===== src/hdl/bsa_pkg.sv =====
// shared types and constants of the bitmap slot allocator
package bsa_pkg;

  localparam int CLS_W   = 4;
  localparam int REQ_W   = 12;
  localparam int OFF_W   = 12;
  localparam int LIM_W   = 13;
  localparam int SIZE_W  = 10;
  localparam int IDX_W   = 11;
  localparam int GRP_W   = 5;
  localparam int BIT_W   = 5;
  localparam int END_W   = 24;

  localparam logic [LIM_W-1:0] LIMIT_RESET     = 13'd3948;
  localparam logic [REQ_W-1:0] TOO_LARGE_BYTES = 12'd1024;

  typedef enum logic {
    OP_ALLOC = 1'b0,
    OP_FREE  = 1'b1
  } bsa_op_t;

  typedef enum logic [1:0] {
    ST_OK        = 2'd0,
    ST_FULL      = 2'd1,
    ST_TOO_LARGE = 2'd2,
    ST_BAD_FREE  = 2'd3
  } bsa_status_t;

  typedef enum logic [1:0] {
    BK_CLEAR,
    BK_IDLE,
    BK_MODIFY
  } bsa_back_state_t;

  // classified request as it travels from front to back
  typedef struct packed {
    bsa_op_t              op;
    logic                 early;
    bsa_status_t          status;
    logic [CLS_W-1:0]     cls;
    logic [GRP_W-1:0]     grp;
    logic [BIT_W-1:0]     slot_bit;
  } bsa_item_t;

endpackage


===== src/hdl/bsa_queue.sv =====
// two-entry queue between front and back
module bsa_queue (
  input  logic                clk,
  input  logic                rst,
  input  logic                push,
  input  bsa_pkg::bsa_item_t  push_item,
  output logic                push_ready,
  input  logic                pop,
  output logic                head_valid,
  output bsa_pkg::bsa_item_t  head_item
);

  import bsa_pkg::*;

  bsa_item_t  entry [2];
  logic       wr_ptr;
  logic       rd_ptr;
  logic [1:0] count;

  assign push_ready = count != 2'd2;
  assign head_valid = count != 2'd0;
  assign head_item  = entry[rd_ptr];

  always_ff @(posedge clk) begin
    if (rst) begin
      wr_ptr <= 1'b0;
      rd_ptr <= 1'b0;
      count  <= 2'd0;
    end else begin
      if (push) begin
        wr_ptr <= !wr_ptr;
      end
      if (pop) begin
        rd_ptr <= !rd_ptr;
      end
      count <= count + 2'(push) - 2'(pop);
    end
    if (push) begin
      entry[wr_ptr] <= push_item;
    end
  end

endmodule


===== config.mk =====
export PLATFORM = sky130hd
export DESIGN_NAME = bsa_queue
export DESIGN_NICKNAME = d
export VERILOG_FILES = /design/src/hdl/bsa_pkg.sv /design/src/hdl/bsa_queue.sv
export SDC_FILE = /design/constraint.sdc
export NUM_CORES = 1
export LEC_CHECK = 0
export BUFFER_PORTS_ARGS = -buffer_cell sky130_fd_sc_hd__buf_2
export CAP_MARGIN = 20
export CORE_MARGIN = 5
export CORE_UTILIZATION = 50
export DETAILED_ROUTE_END_ITERATION = 10
export GPL_ROUTABILITY_DRIVEN = 0
export PLACE_DENSITY = 0.87
export RECOVER_POWER = 25
export SYNTH_ARGS = -nofsm -noshare
export SYNTH_HDL_FRONTEND = slang
export SYNTH_SLANG_ARGS = --single-unit

===== constraint.sdc =====
create_clock -name clk -period 2.1 [get_ports clk]
set_input_delay 0.42 -clock clk [delete_from_list [all_inputs] [get_ports clk]]
set_output_delay 0.42 -clock clk [all_outputs]
set_load 0.005 [all_outputs]

==> results.yml <==
layout:
  final_cell_mix: "36 x edfxtp_1, 34 x buf_2, 10 x mux2_4, 8 x mux2_2, 8 x clkbuf_1"
  final_common_cell: "edfxtp_1"
  area_growth_pct: 21.7
  antennaDiodeCount: 0
  fin_cells: 172
  nets: 151
  drive_gt1_share_pct: 50.0
worst_setup_path:
  end_kind: "output port"
  worst-setup-path-type: "reg -> out"
  critical_path.max_stage_delay_ns: 0.39
  crit_fanout: 18
  reg2reg_slack_ns: 0.67
  crit_slowest_cell: "mux2_2"
  arrival_ns: 1.45
  cp.required_ns: 1.68
  crit_chain: "buf_4 -> mux2_2 -> buf_2"
  cp-start-kind: "flip-flop"
yosys:
  yosys.area_share.xor_xnor_pct: 2.55
  synthesis.instances: 77
  ys_seq_area_share_pct: 75.3
  synth_top_family_by_area: "multiplexers"
  synth_fa_ha_area_share_pct: 1.59
  synth_compound_area_share_pct: 0
  avgSynthCellArea_um2: 20.4
  yosys_register_bits: 41
  synth.yosys.warnings: 0
  synthMuxAreaShare_pct: 15.3
  syn-num-nets: 101
  ys_types: 15
  synth-simple-area-share_pct: 2.79
  syn-cell-area_um2: 1570
sta:
  maxSlewViolCount: 0
  worstMarginPinSlew_ns: 0.372
  slew_headroom_pct: 75.2
  max_freq_mhz: 535
  tns_ns: 0
  period_share_pct: 89.0
  final-setup-viol-count: 0
  period_minus_slack_ns: 1.87
  skew_ns: 0.00939
  grt_setup_unrepaired: "no"
  finalHoldViolCount: 0
placement:
  io_buffers: 41
  dp_cells: 164
  dpl.hpwl_um: 1910
grt:
  antenna_found_initial: 0
  grt.overflow.total: 0
  grt_max_degree: 19
  grt_pass1_vias: 907
  grt_use_total_pct: 13.6
  grt_pass1_wl_um: 4140
drt:
  drt_pass1_iterations: 4
  routed_wl_um: 2570
  num_vias: 799
  detail-route-antenna-nets: 0
  wl_per_cell_um: 15.0
  routed_via_density: 4.65
  initialDrtViolationCount: 19
  drc: 0
clock_network:
  ctsResizeCount: 0
  h-tree-depth: 2
  clock_sinks: 41
  clock_latency_ns: 0.34
  clock_path_buffers: 2
  cts_made_buffers: 5
  tritoncts: "done"
  cts_root_buf: "clkbuf_4"
  cts_hold_repair.buffers: 0
  postCtsSetupRepairBufs: 0
  clkTransAtPathRegs_ns: 0.11
floorplan:
  ioPinCount: 42
  dieArea_um2: 4360
  die_y_um: 66.0
  rows: 20
  start_util_pct: 51.8
  core_um2: 3030
  die_w_um: 66.0
worst_hold_path:
  hp-class: "in -> reg"
pwr:
  p_switching_mw: 0.352
  intPower_mw: 1.34
  pwr-share-clk_pct: 28.3
  power.share.combinational_pct: 14.4
  swShare_pct: 20.8
  leakagePower_nw: 0.751
  peakVddDrop_mv: 0.641
  p_seq_share_pct: 57.3
  power.density_nw_per_um2: 884
job:
  cap_violations: 0
outcome:
  status: "finished, final reports clean"
registers in the layout, indices dropped and copies added, names as in the netlist, named ones only:
signal,cells
wr_ptr,1
entry,36
count,2
rd_ptr,1
final cells by class:
| class | count | area (um2) |
|---|---|---|
| timing repair buffer | 45 | 239 |
| sequential | 41 | 1180 |
| tap | 44 | 55.1 |
| clock buffer | 6 | 41.3 |
| fill | 236 | 1120 |
| clock inverter | 2 | 33.8 |
| inverter | 2 | 7.51 |
| multi-input combinational | 32 | 352 |
synthesized netlist by cell type, drive strengths merged:
cell,n,area [um2]
edfxtp,36,1080
and2,1,6.26
nand2,1,3.75
inv,2,7.51
nor2,4,15.0
buf,2,31.3
dfxtp,5,100
or2,1,6.26
nor2b,2,12.5
ha,2,25.0
xnor3,1,22.5
xnor2,2,17.5
mux2,18,240
cells by family after synthesis:
kind of cell  Yosys count
simple gates            9
flops                  41
mux                    18
fa+ha+maj               2
xor+xnor                3
buf+inv                 4
worst paths after layout:
kind | startpoint | to | depth (start not counted)
setup / recovery | flip-flop | head_item[1] | 3
hold / removal | push_item[13] | entry[1][13]$_DFFE_PP_ | 1
setup reg to reg | count[0]$_SDFF_PP0_ | count[1]$_SDFF_PP0_ | 6
hold reg to reg | rd_ptr$_SDFFE_PP0P_ | rd_ptr$_SDFFE_PP0P_ | 2
power groups by stage:
stage | Clock, mW | Sequential, mW | Combinational (mW)
2_1_floorplan | 0 | 0.981 | 0.151
6_report | 0.477 | 0.967 | 0.243
4_1_cts | 0.499 | 0.969 | 0.251
3_3_place_gp | 0 | 0.982 | 0.235
5_1_grt | 0.529 | 0.975 | 0.264
3_5_place_dp | 0 | 0.987 | 0.250
per-layer routing:
metal / wire length [um] / track usage [%]
met4: 67 / 7.61
met2: 1390 / 24.9
met3: 159 / 4.93
met1: 958 / 13.0
met5: 0 / 0
worst max-delay path: cells and delay by family (launching register included):
family / cells / cell delay, ns
multiplexers: 1 / 0.39
flip-flops: 1 / 0.32
buffers and inverters: 2 / 0.41
through the flow:
stage                     hold WS [ns]  power [mW]  cell area, um2  worst slack (ns)  utilization [%]
after global placement           0.511        1.22            1840             0.605             60.9
after CTS                        0.230        1.72            1920             0.189             63.3
final                            0.255        1.69            1910             0.232             63.1
after global routing             0.228        1.77            1910             0.114             63.1
after detailed placement         0.508        1.24            1840             0.498             60.9
after floorplan                  0.480        1.13            1570             0.436                -
Note: power is estimated with default switching activity, not from simulation.
