`config.mk`:
```
export PLATFORM = sky130hd
export DESIGN_NAME = bsa_front_flat
export DESIGN_NICKNAME = d
export VERILOG_FILES = /design/src/hdl/bsa_pkg.sv /design/src/hdl/bsa_if.sv /design/src/hdl/bsa_front.sv /design/src/flat_wrapper.sv
export SDC_FILE = /design/constraint.sdc
export NUM_CORES = 1
export LEC_CHECK = 0
export ABC_CLOCK_PERIOD_IN_PS = 4490
export BUFFER_PORTS_ARGS = -buffer_cell sky130_fd_sc_hd__buf_4
export CORE_MARGIN = 1.5
export CORE_UTILIZATION = 45
export DETAILED_ROUTE_END_ITERATION = 8
export GPL_ROUTABILITY_DRIVEN = 1
export PLACE_DENSITY = 0.9
export SLEW_MARGIN = 5
export SYNTH_ARGS = -nofsm -noshare
export SYNTH_HDL_FRONTEND = slang
export SYNTH_SLANG_ARGS = --single-unit
```
`constraint.sdc`:
```
create_clock -name vclk -period 4.49
set_clock_uncertainty 0.15 [all_clocks]
set_input_delay 0.6735 -clock vclk [all_inputs]
set_output_delay 0.6735 -clock vclk [all_outputs]
set_load 0.05 [all_outputs]
```
`src/hdl/bsa_pkg.sv`:
```
// shared types and constants of the bitmap slot allocator
package bsa_pkg;

  localparam int CLS_W   = 4;
  localparam int REQ_W   = 12;
  localparam int OFF_W   = 12;
  localparam int LIM_W   = 13;
  localparam int SIZE_W  = 10;
  localparam int IDX_W   = 11;
  localparam int GRP_W   = 5;
  localparam int BIT_W   = 5;
  localparam int END_W   = 24;

  localparam logic [LIM_W-1:0] LIMIT_RESET     = 13'd3948;
  localparam logic [REQ_W-1:0] TOO_LARGE_BYTES = 12'd1024;

  typedef enum logic {
    OP_ALLOC = 1'b0,
    OP_FREE  = 1'b1
  } bsa_op_t;

  typedef enum logic [1:0] {
    ST_OK        = 2'd0,
    ST_FULL      = 2'd1,
    ST_TOO_LARGE = 2'd2,
    ST_BAD_FREE  = 2'd3
  } bsa_status_t;

  typedef enum logic [1:0] {
    BK_CLEAR,
    BK_IDLE,
    BK_MODIFY
  } bsa_back_state_t;

  // classified request as it travels from front to back
  typedef struct packed {
    bsa_op_t              op;
    logic                 early;
    bsa_status_t          status;
    logic [CLS_W-1:0]     cls;
    logic [GRP_W-1:0]     grp;
    logic [BIT_W-1:0]     slot_bit;
  } bsa_item_t;

endpackage

```
`src/hdl/bsa_if.sv`:
```
// handshake channels: request, result and configuration write
interface bsa_req_if;
  logic                         valid;
  logic                         ready;
  bsa_pkg::bsa_op_t             op;
  logic [bsa_pkg::REQ_W-1:0]    request_bytes;
  logic [bsa_pkg::CLS_W-1:0]    free_class;
  logic [bsa_pkg::OFF_W-1:0]    free_offset;

  modport source (output valid, op, request_bytes, free_class, free_offset, input ready);
  modport sink (input valid, op, request_bytes, free_class, free_offset, output ready);
endinterface


```
`src/hdl/bsa_front.sv`:
```
// front end: takes request beats, works out class, slot index and early status
module bsa_front #(
  parameter int CLASS_COUNT     = 10,
  parameter int GROUPS          = 32,
  parameter int SLOTS_PER_GROUP = 32
) (
  bsa_req_if.sink             req,
  input  logic                clearing,
  input  logic                q_ready,
  output logic                q_push,
  output bsa_pkg::bsa_item_t  q_item
);

  import bsa_pkg::*;

  logic [SIZE_W-1:0] size;
  logic [CLS_W-1:0]  acls;
  logic              too_large;
  logic              cls_ok;
  logic [OFF_W-1:0]  shifted;
  logic [IDX_W-1:0]  fidx;
  logic [IDX_W-1:0]  rem;
  logic              beyond;
  logic [GRP_W-1:0]  fgrp;

  assign req.ready = q_ready && !clearing;
  assign q_push    = req.valid && req.ready;

  always_comb begin
    // zero bytes counts as one
    size = (req.request_bytes == '0) ? SIZE_W'(1) : req.request_bytes[SIZE_W-1:0];
    acls = '0;
    for (int i = 0; i < SIZE_W; i++) begin
      if (size[i]) begin
        acls = CLS_W'(i + 1);
      end
    end
    too_large = (req.request_bytes >= TOO_LARGE_BYTES) || (acls > CLS_W'(CLASS_COUNT));

    cls_ok  = (req.free_class != '0) && (req.free_class <= CLS_W'(CLASS_COUNT));
    shifted = req.free_offset >> req.free_class;
    fidx    = shifted[IDX_W-1:0];
    beyond  = fidx >= IDX_W'(GROUPS * SLOTS_PER_GROUP);

    // group = slot index over slots per group, by comparing against each boundary
    fgrp = '0;
    for (int k = 1; k < GROUPS; k++) begin
      if (fidx >= IDX_W'(k * SLOTS_PER_GROUP)) begin
        fgrp = GRP_W'(k);
      end
    end
    rem = fidx - IDX_W'(fgrp) * IDX_W'(SLOTS_PER_GROUP);

    q_item.op       = req.op;
    q_item.grp      = fgrp;
    q_item.slot_bit = rem[BIT_W-1:0];
    if (req.op == OP_ALLOC) begin
      q_item.cls    = acls;
      q_item.early  = too_large;
      q_item.status = too_large ? ST_TOO_LARGE : ST_OK;
    end else begin
      q_item.cls    = req.free_class;
      q_item.early  = !cls_ok || beyond;
      q_item.status = (!cls_ok || beyond) ? ST_BAD_FREE : ST_OK;
    end
  end

endmodule

```
`src/flat_wrapper.sv`:
```
// flat-port wrapper written by rule: the top's interface ports become plain ports
module bsa_front_flat import bsa_pkg::*;
#(
  parameter int CLASS_COUNT     = 10,
  parameter int GROUPS          = 32,
  parameter int SLOTS_PER_GROUP = 32
)
  (clearing, q_ready, q_push, q_item, req_valid, req_op, req_request_bytes, req_free_class, req_free_offset, req_ready);
  bsa_req_if req_i ();
  input  logic clearing;
  input  logic q_ready;
  output logic q_push;
  output bsa_pkg::bsa_item_t q_item;
  input wire logic [$bits(req_i.valid)-1:0] req_valid;
  input wire logic [$bits(req_i.op)-1:0] req_op;
  input wire logic [$bits(req_i.request_bytes)-1:0] req_request_bytes;
  input wire logic [$bits(req_i.free_class)-1:0] req_free_class;
  input wire logic [$bits(req_i.free_offset)-1:0] req_free_offset;
  output wire logic [$bits(req_i.ready)-1:0] req_ready;
  assign req_i.valid = req_valid;
  assign req_i.op = req_op;
  assign req_i.request_bytes = req_request_bytes;
  assign req_i.free_class = req_free_class;
  assign req_i.free_offset = req_free_offset;
  assign req_ready = req_i.ready;
  bsa_front #(.CLASS_COUNT(CLASS_COUNT), .GROUPS(GROUPS), .SLOTS_PER_GROUP(SLOTS_PER_GROUP)) u_core (.req(req_i), .clearing(clearing), .q_ready(q_ready), .q_push(q_push), .q_item(q_item));
endmodule
```
==> metrics.md, run 1 <==
| Metric | Value |
|---|---|
| Max-cap violations | `0` |
| CP max-delay cell | `mux2i_1` |
| Syn. warnings | `0` |
| # hold bufs at CTS | `0` |
| Largest net degree at the start of global routing | `22` |
| Setup bufs post-CTS | `0` |
| Startpoint Class | `primary input` |
| Layout clock buffers | `0` |
| P per Cell Area | `158.5 nW/um^2` |
| Seq/Total Area, Yosys | `0%` |
| Share of layout cells above drive strength 1 | `40.97%` |
| Final hold vios | `0` |
| Status | `completed` |
| Multi-input logic area | `588.1 sq um` |
| Crit Path Class | `primary input to output pin` |
| Max incr delay on CP | `0.37 ns` |
| Setup TNS | `0 ns` |
| Iteration-0 DRC Markers | `32` |
| Worst EP arrival | `2.24 ns` |
| Synth top area cells | `mux2i_1 11%, mux4_2 10%, a21oi_1 8.3%` |
| Initial Utilization | `49.44%` |
| Area leader, netlist | `mux2i_1` |
| Worst setup EP type | `output pin` |
| Fin nets | `178` |
| Placed Cells | `159` |
| Synth unique cells | `34` |
| Yosys top cell area share | `10.63%` |
| Unrepaired setup endpoints after global routing | `no` |
| Worst EP required | `3.67 ns` |
| WP buf/inv | `2` |
| Core area | `1334 sq um` |
| Relative slew margins | `70.96%` |
| Mapped Avg Cell Area | `6.529 sq um` |
| Syn_nets | `133` |
| Port buffer count | `52` |
| Crit path max-delay family | `compound AO/OA/AOI/OAI gates` |
| Post-Synthesis Cell Area | `659.4 sq um` |
| Leak | `0.5041 nW` |
| Fill count | `102` |
| # setup viols final | `0` |
| Final sequential cell count | `0` |
| Number of global-route vias before repair | `672` |
| Grt ovf | `0` |
| Final Util | `76.17%` |
| Cells after synthesis | `101` |
| Top achievable clock speed | `0.3269 GHz` |
| GRT Total Usage | `25.91%` |
| Initial antenna violation count | `0` |
| Commonest cells after routing, fill and taps aside | `52 x buf_4, 12 x nor2_1, 12 x nand2_1, 11 x a21oi_1, 7 x mux2i_1` |
| Worst hold path type | `primary input to output pin` |
| First-pass GRT wire length | `3001 um` |
| Layout Cells excl Fill | `159` |
| Ports | `52` |
| DRC viols | `0` |
| Post_cts resized | `0` |
| Sequential cell area | `0 sq um` |
| Max VDD drop | `0.0001029 V` |
| Period minus WS final | `3.059 ns` |
| Antenna viol nets, final | `0` |
| Total wire length | `2294 um` |
| Pin slew with the least headroom to its limit | `0.4336 ns` |
| Worst-path cell chain | `buf_4, mux2i_1, a2bb2oi_2, o32ai_1, a311o_1, a21oi_1, buf_4` |
| Commonest non-fill, non-tap cell in the layout | `buf_4` |
| Routability cong. | `0.8897` |
| Antenna Diode Count | `0` |
| Vias per cell | `5.704` |
| Die H | `41.28 um` |
| Row count | `13` |
| Die X-Extent | `41.28 um` |
| Die ar. | `1704 sq um` |
| DRT Pass-1 Iters | `4` |
| Post-route clock period utilization | `68.13%` |
| Area growth syn-to-layout | `54.08%` |
| Vias | `907` |
| Fin. max-slew vios | `0` |
| Crit path max fanout | `21` |
| Crit-path most repeated cell | `buf_4` |
| Placed wire-length estimate | `1878 um` |
| WL/cell | `14.43 um` |
-- report_power, final --
part	internal, W	switching [W]
Combinational	0.0000619	0.0000992
Clock	0	0
Sequential	0	0
-- cell usage after synthesis (2+ instances only) --
cell,count
nand2b_1,2
clkbuf_1,3
inv_1,4
mux4_2,3
nor2_1,12
nor3b_1,2
nor3_1,4
a211oi_1,2
buf_4,2
o22ai_1,3
nor2b_1,3
o21ai_0,6
nand2_1,12
buf_2,3
a31oi_1,3
and2_1,2
mux2i_1,7
a211o_1,2
a21oi_1,11
-- layer usage --
| metal | vias to the layer above | wire length (um) | track usage [%] |
|---|---|---|---|
| li1 | 463 | - | - |
| met1 | 411 | 1003 | 37.14 |
| met2 | 33 | 1140 | 45.70 |
| met3 | 0 | 150 | 0 |
| met4 | 0 | 0 | 0 |
| met5 | - | 0 | 0 |
-- through the flow --
stage	cell area, sq um	hold WS [ns]	setup slack [ns]	power [W]
floorplan	659.4	1.364	1.087	0.0001061
finish	1016	1.494	1.431	0.0001611
global route	1016	1.522	1.374	0.0001701
detailed placement	1016	1.497	1.457	0.0001595
global placement	1016	1.485	1.514	0.0001572
CTS	1016	1.497	1.452	0.0001602
-- worst paths after layout --
path | from | endpoint | slack (ns) | depth (start not counted)
setup / recovery | req_free_class[0] | q_item[6] | 1.43 | 7
hold / removal | clearing | req_ready | 1.49 | 3
-- logic make-up (layout without fill, tap and decap cells) --
group | count (synthesis) | after routing | synth area share, %
AO/OA/AOI/OAI | 35 | 35 | 35.48
buffers and inverters | 14 | 57 | 10.81
multiplexers | 12 | 12 | 24.86
AND/OR/NAND/NOR | 40 | 40 | 28.84
-- final cells by class --
| cell class | instances | share of cell area, % |
|---|---|---|
| inverter | 5 | 1.847 |
| tap | 15 | 1.847 |
| multi-input combinational | 87 | 57.88 |
| timing repair buffer | 52 | 38.42 |
Power figures use the tool's default switching activity.
==> inputs of run 2 (changes only) <==
--- a/config.mk
+++ b/config.mk
@@ -5,13 +5,13 @@
 export SDC_FILE = /design/constraint.sdc
 export NUM_CORES = 1
 export LEC_CHECK = 0
-export ABC_CLOCK_PERIOD_IN_PS = 4490
+export ABC_CLOCK_PERIOD_IN_PS = 2600
 export BUFFER_PORTS_ARGS = -buffer_cell sky130_fd_sc_hd__buf_4
 export CORE_MARGIN = 1.5
-export CORE_UTILIZATION = 45
+export CORE_UTILIZATION = 38
 export DETAILED_ROUTE_END_ITERATION = 8
 export GPL_ROUTABILITY_DRIVEN = 1
-export PLACE_DENSITY = 0.9
+export PLACE_DENSITY = 0.81
 export SLEW_MARGIN = 5
 export SYNTH_ARGS = -nofsm -noshare
 export SYNTH_HDL_FRONTEND = slang
==> constraint.sdc (replaced) <==
create_clock -name vclk -period 2.6
set_clock_uncertainty 0.15 [all_clocks]
set_input_delay 0.39 -clock vclk [all_inputs]
set_output_delay 0.39 -clock vclk [all_outputs]
set_load 0.05 [all_outputs]
==> metrics.md, run 2 (synthesized netlist as in run 1, its figures left out) <==
| Metric | Value |
|---|---|
| # setup viols final | `0 (unchanged)` |
| Initial antenna violation count | `0 (unchanged)` |
| Top achievable clock speed | `0.4229 GHz` |
| DRC viols | `3 (was 0)` |
| Core area | `1559 sq um (was 1334 sq um)` |
| Crit Path Class | `primary input to output pin (unchanged)` |
| Gate power share | `100.0% (about the same)` |
| Fin nets | `180 (was 178)` |
| P_int | `0.0001101 W (was 0.00006191 W)` |
| Routability cong. | `0.9364 (was 0.8897)` |
| Crit path max-delay family | `compound AO/OA/AOI/OAI gates (unchanged)` |
| Status | `complete, but fails checks (was completed)` |
| Area growth syn-to-layout | `58.63% (was 54.08%)` |
| Unrepaired setup endpoints after global routing | `no (unchanged)` |
| WL/cell | `14.11 um (was 14.43 um)` |
| Final hold vios | `0 (unchanged)` |
| Final Util | `67.09% (was 76.17%)` |
| Sequential Power Share | `0% (about the same)` |
| Final sequential cell count | `0 (unchanged)` |
| Vias | `919 (was 907)` |
| Sequential cell area | `0 sq um (unchanged)` |
| Worst EP arrival | `1.82 ns (was 2.24 ns)` |
| NetSw | `0.0001733 W (was 0.00009916 W)` |
| CP max-delay cell | `a311o_1 (was mux2i_1)` |
| Die ar. | `1994 sq um (was 1704 sq um)` |
| Worst setup EP type | `output pin (unchanged)` |
| Worst slack at placement | `0.2351 ns (was 1.457 ns)` |
| Max incr delay on CP | `0.38 ns (was 0.37 ns)` |
| Worst hold path type | `primary input to output pin (unchanged)` |
| Commonest cells after routing, fill and taps aside | `54 x buf_4, 12 x nor2_1, 12 x nand2_1, 9 x a21oi_1, 7 x mux2i_1 (was 52 x buf_4, 12 x nor2_1, 12 x nand2_1, 11 x a21oi_1, 7 x mux2i_1)` |
| Post-route worst setup slack | `0.2355 ns (was 1.431 ns)` |
| Overall Power | `0.0002834 W (was 0.0001611 W)` |
| Total wire length | `2286 um (was 2294 um)` |
| Initial Utilization | `42.30% (was 49.44%)` |
| Layout Cells excl Fill | `162 (was 159)` |
| Grt ovf | `0 (unchanged)` |
| Post_cts resized | `0 (unchanged)` |
| Max VDD drop | `0.0001567 V (was 0.0001029 V)` |
| Power share of the clock group | `0% (about the same)` |
| Multi-input logic area | `601.8 sq um (was 588.1 sq um)` |
| Ports | `52 (unchanged)` |
| Antenna Diode Count | `0 (unchanged)` |
| Worst EP required | `2.06 ns (was 3.67 ns)` |
| Die H | `44.66 um (was 41.28 um)` |
| Vias per cell | `5.673 (was 5.704)` |
| Worst-path cell chain | `buf_4, mux2_4, a2bb2oi_2, o32ai_1, a311o_1, a21oi_2, buf_4 (was buf_4, mux2i_1, a2bb2oi_2, o32ai_1, a311o_1, a21oi_1, buf_4)` |
| Post-route clock period utilization | `90.94%` |
| # hold bufs at CTS | `0 (unchanged)` |
| Max-cap violations | `0 (unchanged)` |
| Crit path max fanout | `9 (was 21)` |
| Largest net degree at the start of global routing | `21 (was 22)` |
| Die X-Extent | `44.66 um (was 41.28 um)` |
| Startpoint Class | `primary input (unchanged)` |
| Fill count | `142 (was 102)` |
| Commonest non-fill, non-tap cell in the layout | `buf_4 (unchanged)` |
| Pin slew with the least headroom to its limit | `0.4318 ns (was 0.4336 ns)` |
| Iteration-0 DRC Markers | `39 (was 32)` |
| Setup bufs post-CTS | `0 (unchanged)` |
| Port buffer count | `52 (unchanged)` |
| Relative slew margins | `70.47% (was 70.96%)` |
| Antenna viol nets, final | `0 (unchanged)` |
| Leak | `0.5160 nW (was 0.5041 nW)` |
| GRT Total Usage | `23.77% (was 25.91%)` |
| Placed Cells | `162 (was 159)` |
| Setup TNS | `0 ns (unchanged)` |
| Crit-path most repeated cell | `buf_4 (unchanged)` |
| DRT Pass-1 Iters | `6 (was 4)` |
| Layout clock buffers | `0 (unchanged)` |
| First-pass GRT wire length | `3615 um (was 3001 um)` |
| Period minus WS final | `2.365 ns` |
| Failing checks | `DRC` |
| WP buf/inv | `2 (unchanged)` |
| Fin. max-slew vios | `0 (unchanged)` |
| Switching share of power | `61.16% (was 61.56%)` |
| Number of global-route vias before repair | `794 (was 672)` |
| Share of layout cells above drive strength 1 | `43.84% (was 40.97%)` |
| Placed wire-length estimate | `1971 um (was 1878 um)` |
| P per Cell Area | `271.0 nW/um^2 (was 158.5 nW/um^2)` |
| Row count | `14 (was 13)` |
run 2: cell types whose count changed in the layout (fill, tap and decap cells not counted):
cell and change:
a221oi_2 +1, a21oi_1 -2, a21oi_2 +2, buf_4 +2, a221oi_1 -1
run 2: cell type report:
class | instances | share of cell area, %
inverters | 5 | 1.794
multi-input cells | 87 | 57.54
well taps | 16 | 1.914
repair buffers | 54 | 38.76
run 2: power groups by stage:
stage	Combinational, W	Clock [W]	Sequential, W
global route	0.000301	0	0
finish	0.000283	0	0
global placement	0.000279	0	0
floorplan	0.000187	0	0
detailed placement	0.000282	0	0
CTS	0.000283	0	0
run 2: final timing paths:
path	startpoint	endpoint	slack, ns	depth (start not counted)
worst min-delay path	clearing	req_ready	0.93	3
worst max-delay path	req_free_class[1]	q_item[6]	0.24	7
run 2: tightest hold or removal path, stage by stage:
cell	delay, ns
buf_4	0.08
nor2b_1	0.04
buf_4	0.18
run 2: routing by layer:
| layer | global-route usage, % | wire [um] | vias up |
|---|---|---|---|
| li1 | - | - | 465 |
| met1 | 32.27 | 967 | 417 |
| met2 | 42.03 | 1183 | 37 |
| met3 | 2.041 | 135 | 0 |
| met4 | 1.818 | 0 | 0 |
| met5 | 0 | 0 | - |
run 2: through the flow:
stage	area, sq um	hold slack [ns]
finish	1046	0.9263
floorplan	673.1	0.7971
detailed placement	1046	0.9282
global route	1046	0.9362
CTS	1046	0.9279
global placement	1046	0.9204
==> inputs of run 3 (changes only) <==
--- a/config.mk
+++ b/config.mk
@@ -7,7 +7,7 @@
 export LEC_CHECK = 0
 export ABC_CLOCK_PERIOD_IN_PS = 2600
 export BUFFER_PORTS_ARGS = -buffer_cell sky130_fd_sc_hd__buf_4
-export CORE_MARGIN = 1.5
+export CORE_MARGIN = 4
 export CORE_UTILIZATION = 38
 export DETAILED_ROUTE_END_ITERATION = 8
 export GPL_ROUTABILITY_DRIVEN = 1
==> metrics.md, run 3 (synthesized netlist as in run 1, its figures left out) <==
| Metric | Value |
|---|---|
| Fin nets | `181 (was 180)` |
| Initial antenna violation count | `0 (unchanged)` |
| Setup TNS | `0 ns (unchanged)` |
| Period minus WS final | `2.362 ns (was 2.365 ns)` |
| WHS | `0.9245 ns (was 0.9263 ns)` |
| Post-route clock period utilization | `90.83% (was 90.94%)` |
| Placed Cells | `163 (was 162)` |
| Max VDD drop | `0.0001599 V (was 0.0001567 V)` |
| Routability cong. | `0.8696 (was 0.9364)` |
| Die X-Extent | `49.66 um (was 44.66 um)` |
| Pin slew with the least headroom to its limit | `0.3707 ns (was 0.4318 ns)` |
| Layout Cells excl Fill | `163 (was 162)` |
| Top achievable clock speed | `0.4235 GHz (was 0.4229 GHz)` |
| Worst hold path type | `primary input to output pin (unchanged)` |
| Iteration-0 DRC Markers | `35 (was 39)` |
| Sequential cell area | `0 sq um (unchanged)` |
| Vias per cell | `5.779 (was 5.673)` |
| Fin. max-slew vios | `0 (unchanged)` |
| Row count | `14 (unchanged)` |
| Area growth syn-to-layout | `59.77% (was 58.63%)` |
| Total wire length | `2342 um (was 2286 um)` |
| Final sequential cell count | `0 (unchanged)` |
| Antenna viol nets, final | `0 (unchanged)` |
| Status | `completed (was complete, but fails checks)` |
| Startpoint Class | `primary input (unchanged)` |
| Grt ovf | `0 (unchanged)` |
| Post_cts resized | `0 (unchanged)` |
| Placed wire-length estimate | `1970 um (was 1971 um)` |
| Crit Path Class | `primary input to output pin (unchanged)` |
| Commonest cells after routing, fill and taps aside | `55 x buf_4, 12 x nor2_1, 12 x nand2_1, 9 x a21oi_1, 7 x mux2i_1 (was 54 x buf_4, 12 x nor2_1, 12 x nand2_1, 9 x a21oi_1, 7 x mux2i_1)` |
| Initial Utilization | `41.83% (was 42.30%)` |
| P per Cell Area | `269.8 nW/um^2 (was 271.0 nW/um^2)` |
| Crit path max fanout | `16 (was 9)` |
| Die ar. | `2466 sq um (was 1994 sq um)` |
| Overall Power | `0.0002843 W (was 0.0002834 W)` |
| Commonest non-fill, non-tap cell in the layout | `buf_4 (unchanged)` |
| Setup bufs post-CTS | `0 (unchanged)` |
| Die H | `49.66 um (was 44.66 um)` |
| Layout clock buffers | `0 (unchanged)` |
| DRC viols | `0 (was 3)` |
| Worst EP arrival | `1.82 ns (about the same)` |
| Share of layout cells above drive strength 1 | `44.22% (was 43.84%)` |
| Worst setup EP type | `output pin (unchanged)` |
| First-pass GRT wire length | `3781 um (was 3615 um)` |
| Final Util | `66.83% (was 67.09%)` |
| Worst EP required | `2.06 ns (about the same)` |
| Antenna Diode Count | `0 (unchanged)` |
| # hold bufs at CTS | `0 (unchanged)` |
| Number of global-route vias before repair | `835 (was 794)` |
| Final hold vios | `0 (unchanged)` |
| # setup viols final | `0 (unchanged)` |
| Ports | `52 (unchanged)` |
| Vias | `942 (was 919)` |
| Largest net degree at the start of global routing | `21 (unchanged)` |
| WL/cell | `14.37 um (was 14.11 um)` |
| Max-cap violations | `0 (unchanged)` |
| Core area | `1577 sq um (was 1559 sq um)` |
| Leak | `0.5208 nW (was 0.5160 nW)` |
| GRT Total Usage | `18.53% (was 23.77%)` |
| Port buffer count | `52 (unchanged)` |
| DRT Pass-1 Iters | `5 (was 6)` |
| Unrepaired setup endpoints after global routing | `no (unchanged)` |
| Relative slew margins | `74.65% (was 70.47%)` |
==> run 3: cell types whose count changed in the layout (fill, tap and decap cells not counted), sizes merged <==
cell and delta:
buf +1
==> run 3: worst paths after layout <==
kind / to / depth (start not counted) / from / slack, ns
max: q_item[6] / 8 / req_free_class[1] / 0.24
min: req_ready / 3 / clearing / 0.92
==> run 3: cell type report <==
type | count | area (sq um)
fill | 153 | 523.0
inverter | 5 | 18.77
multi-input combinational | 87 | 601.8
tap | 16 | 20.02
timing repair buffer | 55 | 412.9
==> run 3: metal layers <==
layer	routed length [um]	up-vias	track usage, %	share of wire, %
li1	-	469	-	-
met3	226	0	1.506	9.6
met1	957	428	25.54	41
met2	1158	45	33.04	49
met4	0	0	0	0
met5	0	-	0	0
==> run 3: critical path, stage by stage <==
cell and delay (ns):
buf_4 0.10, buf_4 0.22, inv_1 0.12, a21oi_1 0.15, o32ai_1 0.11, a311o_1 0.38, a21oi_2 0.13, buf_4 0.21
==> run 3: where the power goes <==
part	switching [W]	leakage [nW]	internal, W
Clock	0	0	0
Combinational	0.000173	0.521	0.000111
Sequential	0	0	0
Total	0.000173	0.521	0.000111
==> run 3: through the flow <==
| step | instance area [sq um] | setup WS, ns |
|---|---|---|
| finish | 1054 | 0.2385 |
| floorplan | 673.1 | 0.02121 |
| global placement | 1054 | 0.2732 |
| detailed placement | 1054 | 0.2524 |
| global route | 1054 | 0.1054 |
| CTS | 1054 | 0.2443 |
